### src/sv/hcbd_pkg.sv
// Package for the HTTP chunked body decoder: parser phase and status codes,
// the control and result structs, and the hex digit decode function.
// No dependencies.
`default_nettype none

package hcbd_pkg;

  localparam logic [2:0] PH_SIZE    = 3'd0;
  localparam logic [2:0] PH_SIZE_CR = 3'd1;
  localparam logic [2:0] PH_DATA    = 3'd2;
  localparam logic [2:0] PH_DATA_CR = 3'd3;
  localparam logic [2:0] PH_DATA_LF = 3'd4;
  localparam logic [2:0] PH_DONE    = 3'd5;
  localparam logic [2:0] PH_ERROR   = 3'd6;

  localparam logic [1:0] ST_BUSY  = 2'd0;
  localparam logic [1:0] ST_DONE  = 2'd1;
  localparam logic [1:0] ST_ERROR = 2'd2;

  localparam logic [7:0] ASCII_CR = 8'h0d;
  localparam logic [7:0] ASCII_LF = 8'h0a;

  typedef struct packed {
    logic [2:0] phase;
    logic       digit_seen;
    logic       size_ended;
  } hcbd_ctrl_t;

  typedef struct packed {
    logic       payload_valid;
    logic [7:0] payload_byte;
    logic [1:0] status;
  } hcbd_res_t;

  // Bit 4 flags a hex digit, bits 3:0 give its value.
  function automatic logic [4:0] hex_decode(input logic [7:0] c);
    logic [4:0] r;
    r = 5'd0;
    if (c >= 8'h30 && c <= 8'h39) begin
      r = {1'b1, 4'(c - 8'h30)};
    end else if (c >= 8'h61 && c <= 8'h66) begin
      r = {1'b1, 4'(c - 8'h57)};
    end else if (c >= 8'h41 && c <= 8'h46) begin
      r = {1'b1, 4'(c - 8'h37)};
    end
    return r;
  endfunction

endpackage

`default_nettype wire

### src/sv/hcbd_step.sv
// Next-state and result logic of the chunked body parser for one byte.
// Depends on hcbd_pkg.
`default_nettype none

module hcbd_step #(
  parameter int SIZE_BITS = 31
) (
  input  hcbd_pkg::hcbd_ctrl_t  ctrl_i,
  input  logic [SIZE_BITS-1:0]  chunk_length_i,
  input  logic [SIZE_BITS-1:0]  bytes_left_i,
  input  logic [7:0]            data_byte_i,
  input  logic                  restart_i,
  output hcbd_pkg::hcbd_ctrl_t  ctrl_o,
  output logic [SIZE_BITS-1:0]  chunk_length_o,
  output logic [SIZE_BITS-1:0]  bytes_left_o,
  output hcbd_pkg::hcbd_res_t   res_o
);
  import hcbd_pkg::*;

  hcbd_ctrl_t           cur;
  logic [SIZE_BITS-1:0] len_cur;
  logic [SIZE_BITS-1:0] left_cur;
  logic [SIZE_BITS-1:0] left_dec;
  logic [SIZE_BITS+3:0] len_wide;
  logic [4:0]           hex;

  always_comb begin
    if (restart_i) begin
      cur      = '{phase: PH_SIZE, digit_seen: 1'b0, size_ended: 1'b0};
      len_cur  = '0;
      left_cur = '0;
    end else begin
      cur      = ctrl_i;
      len_cur  = chunk_length_i;
      left_cur = bytes_left_i;
    end
  end

  assign hex      = hex_decode(data_byte_i);
  // The low nibble of the shifted length is zero, so OR acts as the add.
  assign len_wide = {len_cur, 4'b0000} | {{SIZE_BITS{1'b0}}, hex[3:0]};
  assign left_dec = left_cur - {{(SIZE_BITS-1){1'b0}}, 1'b1};

  always_comb begin
    ctrl_o              = cur;
    chunk_length_o      = len_cur;
    bytes_left_o        = left_cur;
    res_o.payload_valid = 1'b0;
    res_o.payload_byte  = 8'h00;
    case (cur.phase)
      PH_SIZE: begin
        if (data_byte_i == ASCII_CR) begin
          ctrl_o.phase = PH_SIZE_CR;
        end else if (!hex[4] || cur.size_ended) begin
          ctrl_o.size_ended = 1'b1;
        end else begin
          chunk_length_o    = len_wide[SIZE_BITS-1:0];
          ctrl_o.digit_seen = 1'b1;
          if (|len_wide[SIZE_BITS+3:SIZE_BITS]) begin
            ctrl_o.phase = PH_ERROR;
          end
        end
      end
      PH_SIZE_CR: begin
        if (data_byte_i == ASCII_LF) begin
          if (!cur.digit_seen) begin
            ctrl_o.phase = PH_ERROR;
          end else if (len_cur == '0) begin
            ctrl_o.phase = PH_DONE;
          end else begin
            bytes_left_o = len_cur;
            ctrl_o.phase = PH_DATA;
          end
        end else begin
          // A lone CR is an ignored character, which also ends the digits.
          ctrl_o.size_ended = 1'b1;
          ctrl_o.phase      = (data_byte_i == ASCII_CR) ? PH_SIZE_CR : PH_SIZE;
        end
      end
      PH_DATA: begin
        res_o.payload_valid = 1'b1;
        res_o.payload_byte  = data_byte_i;
        bytes_left_o        = left_dec;
        if (left_dec == '0) begin
          ctrl_o.phase = PH_DATA_CR;
        end
      end
      PH_DATA_CR: begin
        ctrl_o.phase = (data_byte_i == ASCII_CR) ? PH_DATA_LF : PH_ERROR;
      end
      PH_DATA_LF: begin
        if (data_byte_i == ASCII_LF) begin
          ctrl_o         = '{phase: PH_SIZE, digit_seen: 1'b0, size_ended: 1'b0};
          chunk_length_o = '0;
        end else begin
          ctrl_o.phase = PH_ERROR;
        end
      end
      PH_DONE: begin
        ctrl_o.phase = PH_DONE;
      end
      default: begin
        ctrl_o.phase = PH_ERROR;
      end
    endcase
    case (ctrl_o.phase)
      PH_DONE:  res_o.status = ST_DONE;
      PH_ERROR: res_o.status = ST_ERROR;
      default:  res_o.status = ST_BUSY;
    endcase
  end

endmodule

`default_nettype wire

### src/sv/http_chunked_body_decoder_unit.sv
// HTTP chunked body decoder, top level. One byte in, one result out.
// A result is offered from the result register after its byte has passed through the input register.
// Throughput: one byte per cycle while the output is not stalled; the parser state updates in one step.
// The input register lets a new byte in while a result waits to be taken.
// Reset (rst_ni low) clears the valid flags of both stages and puts the parser at a new body.
// Depends on hcbd_pkg and hcbd_step.
`default_nettype none

module http_chunked_body_decoder_unit #(
  parameter int SIZE_BITS = 31
) (
  input  logic       clk_i,
  input  logic       rst_ni,
  input  logic       in_valid_i,
  output logic       in_stall_o,
  input  logic [7:0] data_byte_i,
  input  logic       restart_i,
  output logic       out_valid_o,
  input  logic       out_stall_i,
  output logic       payload_valid_o,
  output logic [7:0] payload_byte_o,
  output logic [1:0] status_o
);
  import hcbd_pkg::*;

  logic                 in_valid_q;
  logic [7:0]           byte_q;
  logic                 restart_q;
  logic                 advance;

  hcbd_ctrl_t           ctrl_q, ctrl_d;
  logic [SIZE_BITS-1:0] chunk_length_q, chunk_length_d;
  logic [SIZE_BITS-1:0] bytes_left_q, bytes_left_d;
  hcbd_res_t            res_d, res_q;
  logic                 out_valid_q;

  assign advance    = in_valid_q && (!out_valid_q || !out_stall_i);
  assign in_stall_o = in_valid_q && !advance;

  always_ff @(posedge clk_i or negedge rst_ni) begin
    if (!rst_ni) begin
      in_valid_q <= 1'b0;
    end else if (!in_stall_o) begin
      in_valid_q <= in_valid_i;
    end
  end

  always_ff @(posedge clk_i) begin
    if (in_valid_i && !in_stall_o) begin
      byte_q    <= data_byte_i;
      restart_q <= restart_i;
    end
  end

  hcbd_step #(
    .SIZE_BITS(SIZE_BITS)
  ) u_step (
    .ctrl_i        (ctrl_q),
    .chunk_length_i(chunk_length_q),
    .bytes_left_i  (bytes_left_q),
    .data_byte_i   (byte_q),
    .restart_i     (restart_q),
    .ctrl_o        (ctrl_d),
    .chunk_length_o(chunk_length_d),
    .bytes_left_o  (bytes_left_d),
    .res_o         (res_d)
  );

  always_ff @(posedge clk_i or negedge rst_ni) begin
    if (!rst_ni) begin
      ctrl_q         <= '{phase: PH_SIZE, digit_seen: 1'b0, size_ended: 1'b0};
      chunk_length_q <= '0;
      bytes_left_q   <= '0;
      out_valid_q    <= 1'b0;
    end else begin
      if (advance) begin
        ctrl_q         <= ctrl_d;
        chunk_length_q <= chunk_length_d;
        bytes_left_q   <= bytes_left_d;
        out_valid_q    <= 1'b1;
      end else if (!out_stall_i) begin
        out_valid_q    <= 1'b0;
      end
    end
  end

  always_ff @(posedge clk_i) begin
    if (advance) begin
      res_q <= res_d;
    end
  end

  assign out_valid_o     = out_valid_q;
  assign payload_valid_o = res_q.payload_valid;
  assign payload_byte_o  = res_q.payload_byte;
  assign status_o        = res_q.status;

  // While data is due, at least one byte of the chunk is still owed.
  assert property (@(posedge clk_i) disable iff (!rst_ni)
    ctrl_q.phase == PH_DATA |-> bytes_left_q != '0)
    else $error("data phase with no bytes left");

  // Error is sticky until a restart.
  assert property (@(posedge clk_i) disable iff (!rst_ni)
    advance && !restart_q && ctrl_q.phase == PH_ERROR |=> ctrl_q.phase == PH_ERROR)
    else $error("error phase left without restart");

  // A decoded data byte is only ever reported while the body is in progress.
  assert property (@(posedge clk_i) disable iff (!rst_ni)
    out_valid_q && payload_valid_o |-> status_o == ST_BUSY)
    else $error("payload byte with final status");

  // Parser state only moves when a byte passes into the result register.
  assert property (@(posedge clk_i) disable iff (!rst_ni)
    !advance |=> $stable(ctrl_q) && $stable(bytes_left_q))
    else $error("parser state changed without a transfer");

endmodule

`default_nettype wire
### config.mk
export PLATFORM = sky130hd
export DESIGN_NAME = http_chunked_body_decoder_unit
export DESIGN_NICKNAME = d
export VERILOG_FILES = /design/src/sv/hcbd_pkg.sv /design/src/sv/hcbd_step.sv /design/src/sv/http_chunked_body_decoder_unit.sv
export SDC_FILE = /design/constraint.sdc
export NUM_CORES = 1
export LEC_CHECK = 0
export BUFFER_PORTS_ARGS = -buffer_cell sky130_fd_sc_hd__buf_2
export CAP_MARGIN = 20
export CORE_MARGIN = 2
export CORE_UTILIZATION = 45
export DETAILED_ROUTE_END_ITERATION = 10
export HOLD_SLACK_MARGIN = 0.12
export SLEW_MARGIN = 20
export SYNTH_ARGS = -nofsm -noshare
export SYNTH_HDL_FRONTEND = slang
export SYNTH_SLANG_ARGS = --single-unit
### constraint.sdc
create_clock -name clk_i -period 3.31 [get_ports clk_i]
set_input_delay 0.4965 -clock clk_i [delete_from_list [all_inputs] [get_ports clk_i]]
set_output_delay 0.4965 -clock clk_i [all_outputs]
set_load 0.03 [all_outputs]
## Word-level counts from Yosys, hierarchy flattened

Index checks and enable logic that the tools add are counted.

- Flip-flop bits (word level): 89
- Bits of input ports: 13
- Output and inout bits: 13
- Word-level logic and storage cells: 85

- Add/sub/neg operators: 4
- Order comparisons: 6
- Equality and inequality tests: 10
- Muxes and demuxes: 35
- Bitwise operators: 1
- Reduce and logical (&&, ||, !) cells: 17

Operators with widths:

| kind | count |
|---|---|
| 31-bit 2-to-1 mux | 8 |
| 31-bit one-hot mux with 2 select lines | 2 |
| 31-bit logical NOT | 2 |
| 35-bit by 4-bit OR with 35-bit output | 1 |
| 31-bit by 1-bit subtractor with 31-bit output, second input constant | 1 |
| 3-bit 2-to-1 mux | 7 |
| 5-bit 2-to-1 mux | 4 |
| 3-bit one-hot mux with 6 select lines | 1 |
| 8-bit by 4-bit == test with 1-bit output, second input constant | 2 |
| 8-bit by 7-bit >= comparator with 1-bit output, second input constant | 2 |
| 8-bit by 7-bit less-or-equal comparator with 1-bit output, second input constant | 2 |
| 3-bit == test, second input constant | 4 |
| 9-bit 2-to-1 mux | 1 |
| 8-bit by 6-bit >= comparator with 1-bit output, second input constant | 1 |
| 8-bit by 6-bit less-or-equal comparator with 1-bit output, second input constant | 1 |
| 4-bit by 3-bit subtractor with 4-bit output, second input constant | 2 |
| 3-bit by 2-bit == test with 1-bit output, second input constant | 2 |
| 1-bit logical AND | 6 |
| 2-bit 2-to-1 mux | 3 |
| 1-bit logical NOT | 5 |
| 1-bit 2-to-1 mux | 5 |
| 4-bit 2-to-1 mux | 1 |
| 2-bit one-hot mux with 2 select lines | 1 |
| 4-bit OR reduction | 1 |
| other kinds (7) | 8 |

## Longest topological paths before layout

- Word-level depth: 13
- Mapped depth: 14
- Mapped depth without buffers: 11

## Hierarchy

Synthesis repeated with hierarchy kept, for this count alone.

- Cell total of the unflattened synthesis: 624
- Area total of the unflattened synthesis: 6019.5 µm²

Modules (own cells, without submodules):

| module | instances | cells an instance | area each (µm²) | seq. area each (µm²) |
|---|---|---|---|---|
| http_chunked_body_decoder_unit | 1 | 169 | 3271.9 | 2327.2 |
| hcbd_step | 1 | 455 | 2747.6 | 0.0 |

## Least setup slack after synthesis

Ideal clock, no wire load.

- Kind: register to register
- Start: register restart_q
- End: register res_q, in the netlist status_o[0], data pin
- Setup time: 0.146 ns
- Arrival: 2.845 ns
- Required time: 3.164 ns
- Slack: 0.319 ns
- Cell stages (with the launch flop): 15
- Path buffers: 4
- Period minus slack after synthesis: 2.991 ns
- Cells stage by stage: edfxtp_1 inv_1 clkbuf_1 clkbuf_8 clkbuf_1 nand2_1 ha_1 or4b_1 clkbuf_1 nor4_1 xnor2_1 o2111ai_1 nor4_2 nand4_1 a21oi_1

RTL lines:

| item | line | text |
|---|---|---|
| start: declaration | http_chunked_body_decoder_unit.sv:28 | `logic restart_q;` |
| start signal: assignment | http_chunked_body_decoder_unit.sv:51 | `restart_q <= restart_i;` |
| end signal: assignment | http_chunked_body_decoder_unit.sv:89 | `res_q <= res_d;` |
| end: declaration | http_chunked_body_decoder_unit.sv:34 | `hcbd_res_t res_d, res_q;` |

==> results by group <==
Clock network
  • CTS max path bufs: 2
  • # clock sinks: 89
  • CTS buffer count: 9
  • Htree depth: 3
  • Worst-path clk slew: 0.06 ns
  • Root Buffer: clkbuf_16
  • TritonCTS clock tree: yes
  • Total setup buffers inserted after CTS: 0
  • Clk_lat worst skew: 0.35 ns

Placement
  • Setup WS pre-CTS: 0.425 ns
  • Final RePlAce weighted congestion: 0.936
  • Port-buffer cells: 25
  • Post-detail-place hpwl: 13000 um

Timing
  • Tcrit/Tclk final: 89.7%
  • Worst Max-Slew Pin Slew: 0.594 ns
  • Max Clock Freq: 0.337 GHz
  • RSZ-0062 raised after global routing: false
  • Worst clock skew: 0.00884 ns
  • Setup TNS: 0 ns
  • Final WS setup: 0.340 ns
  • Final setup fails: 0
  • Hold slack: 0.321 ns
  • Crit path time final: 2.97 ns
  • Rel. slew slack: 60.1%
  • Hold Vio Cnt, Final: 0
  • Count of pins over their slew limit: 0

Yosys
  • Top-area cell type share of the netlist area: 30.1%
  • Cell variety after synth: 74
  • Yosys reg bits: 89
  • Ys async rst share: 77.5%
  • Syn Nets: 659
  • Post-synth EDFFs: 20
  • Synthesized instance count: 640
  • Synth Warn #: 0
  • Sequential share of the synthesized area: 40.6%
  • Synth area leaders: dfrtp_1 30%, edfxtp_1 10%, nand2_1 6.0%
  • Synth area leader: dfrtp_1
  • Synth Flop Type: dfrtp_1
  • Avg Cell Area, Syn: 8.95 um^2
  • Post-Syn Area: 5730 um^2

Floorplan
  • Width of the die: 117 um
  • Die Area: 13700 um^2
  • Die height: 117 um
  • Starting density of the core: 45.8%
  • Io pins: 26
  • Row count: 41
  • Core Region: 12500 um^2

Route
  • DRT iter0 DRCs: 499
  • Post-route ant nets: 0
  • Final wirelength: 17800 um
  • Via density: 6.29
  • Via count: 5237
  • Routed WL per cell: 21.4 um
  • Number of detailed-route iterations in the first pass: 6
  • # DRC: 0

Pwr
  • Peak supply drop: 236 uV
  • Switching pwr: 0.784 mW
  • Gate power share: 17.1%
  • Register share of total power: 45.5%
  • Lkg Pwr: 2.80 nW
  • Total power: 2.67 mW
  • Clock Power Share: 37.4%
  • Internal power: 1.89 mW
  • Switching Share: 29.3%
  • PD cells: 427 nW/um^2

Global routing
  • Total GRT Usage: 27.9%
  • Total grt overflow: 0
  • First-pass GRT wire length: 28500 um
  • Largest net degree at the start of global routing: 39
  • Number of global-route vias before repair: 5016
  • Initial antenna violation count: 0

Worst setup path
  • Critical path depth in cells: 7
  • Worst path bufs/invs: 0
  • Slowest CP cell: dfrtp_1
  • Worst EP arrival: 3.17 ns
  • R2r worst-path depth: 7
  • Critical Path RT: 3.51 ns
  • Worst Setup End Kind: flop
  • Critical Path Source: bytes_left_q[4]
  • Cells along the critical path: nor4_4 > nand3_1 > nor4_1 > xor2_1 > nor4_2 > nand4_1 > a21oi_1
  • CP Capture Point: status_o[0]
  • Capturing point of the worst reg2reg path: status_o[0]
  • Worst setup SP type: flop
  • Critical path class: reg -> reg
  • CP top delay family: simple AND/OR/NAND/NOR gates
  • Reg2reg start: bytes_left_q[4]
  • Reg2reg setup slack: 0.34 ns
  • Slowest stage delay, CP: 0.54 ns
  • Critical path peak fanout: 9

Cells and area
  • Fin nets: 676
  • Fillers: 1223
  • P&R area growth vs syn: 9.35%
  • Post-layout util: 50.1%
  • Ant diodes: 0
  • Share of layout cells above drive strength 1: 14.1%

Run
  • Maximum capacitance violations: 0

Worst hold path
  • Worst min-delay path class: in -> reg

Run status
  • Status: completed
-- worst min-delay path by stage --
stage | to | depth (start not counted) | slack, ns | from
after detailed placement | bytes_left_q[4] | 1 | 0.49 | rst_ni
after CTS | byte_q[3] | 1 | 0.31 | data_byte_i[3]
after global routing | byte_q[2] | 1 | 0.31 | data_byte_i[2]
after floorplan | bytes_left_q[0] | 0 | 0.20 | rst_ni
after global placement | bytes_left_q[4] | 1 | 0.49 | rst_ni
final | byte_q[3] | 1 | 0.32 | data_byte_i[3]
-- metrics by stage --
step / cells / cell area, um^2
finish: 833 / 6260
global route: 833 / 6260
CTS: 833 / 6260
detailed placement: 817 / 5970
global placement: 817 / 5970
floorplan: 640 / 5730
-- placed cells by master, fill, tap and decap left out, drive strengths merged, types with 10 or more instances in the layout --
master | synthesis | routed
nand4 | 12 | 12
a21oi | 29 | 29
and3 | 13 | 13
nand3 | 11 | 11
buf | 19 | 51
o21ai | 72 | 72
clkbuf | 27 | 13
a22o | 26 | 26
dfrtp | 69 | 69
nand2 | 93 | 93
edfxtp | 20 | 20
nor2 | 45 | 45
nor3 | 20 | 20
inv | 18 | 18
nor4 | 28 | 28
o211ai | 10 | 10
-- cells by family after synthesis --
logic type,after synthesis,synth area share (%)
AND/OR/NAND/NOR,268,25.7
AO/OA/AOI/OAI,195,23.2
flip-flops,89,40.6
buffers and inverters,64,6.31
XOR/XNOR,13,1.99
adder cells (fa/ha/maj),6,1.31
multiplexers,5,0.895
-- power groups by stage --
stage / clock, mW / combinational [mW] / sequential (mW)
6_report: 1.00 / 0.458 / 1.22
3_5_place_dp: 0 / 0.454 / 1.24
2_1_floorplan: 0 / 0.313 / 1.23
3_3_place_gp: 0 / 0.454 / 1.23
4_1_cts: 1.02 / 0.457 / 1.21
5_1_grt: 1.06 / 0.504 / 1.22
-- what timing repair did --
action | 4_1_cts | 5_1_grt
setup endpoints to repair | 0 | 0
hold endpoints to repair | 12 | 0
hold buffers | 1 | 0
gates resized for setup | 0 | 0
-- synthesized netlist by cell type (5+ instances only) --
library cell / count
nor2b_1: 5
a222oi_1: 5
a22oi_1: 8
and3_1: 11
a22o_1: 26
o211ai_1: 10
dfrtp_1: 69
nand2b_1: 7
a21oi_1: 29
nor4_2: 6
and2_1: 8
xnor2_1: 6
clkbuf_8: 7
or3_1: 6
nor2_1: 45
inv_1: 17
nand4_1: 12
nor3_1: 18
o221ai_1: 5
nor4_1: 18
edfxtp_1: 20
clkbuf_1: 20
ha_1: 6
xor2_1: 7
buf_2: 11
or4_1: 6
nand2_1: 92
o21ai_0: 69
nand3_1: 10
-- routing by layer --
layer  vias up  track usage, %  part of all wire [%]
met5         -               0                     0
met4         0            10.8                   2.8
met3        38            5.51                   6.1
met2       196            43.7                    47
met1      2574            38.2                    44
li1       2429               -                     -
-- registers in the layout (all words and copies together) (netlist names) --
signal	cells
payload_byte_o	8
chunk_length_q	31
status_o	2
byte_q	8
out_valid_o	1
restart_q	1
payload_valid_o	1
bytes_left_q	31
in_valid_q	1
ctrl_q	5
-- final cells by class --
class / count / area, um^2 / share of cell area [%]
clock buffers: 13 / 272 / 4.33
clock inverters: 2 / 12.5 / 0.200
inverters: 18 / 67.6 / 1.08
multi-input cells: 487 / 3040 / 48.5
flip-flops and latches: 89 / 2330 / 37.1
well taps: 172 / 215 / 3.44
repair buffers: 52 / 330 / 5.27
Note: power is estimated with default switching activity, not from simulation.
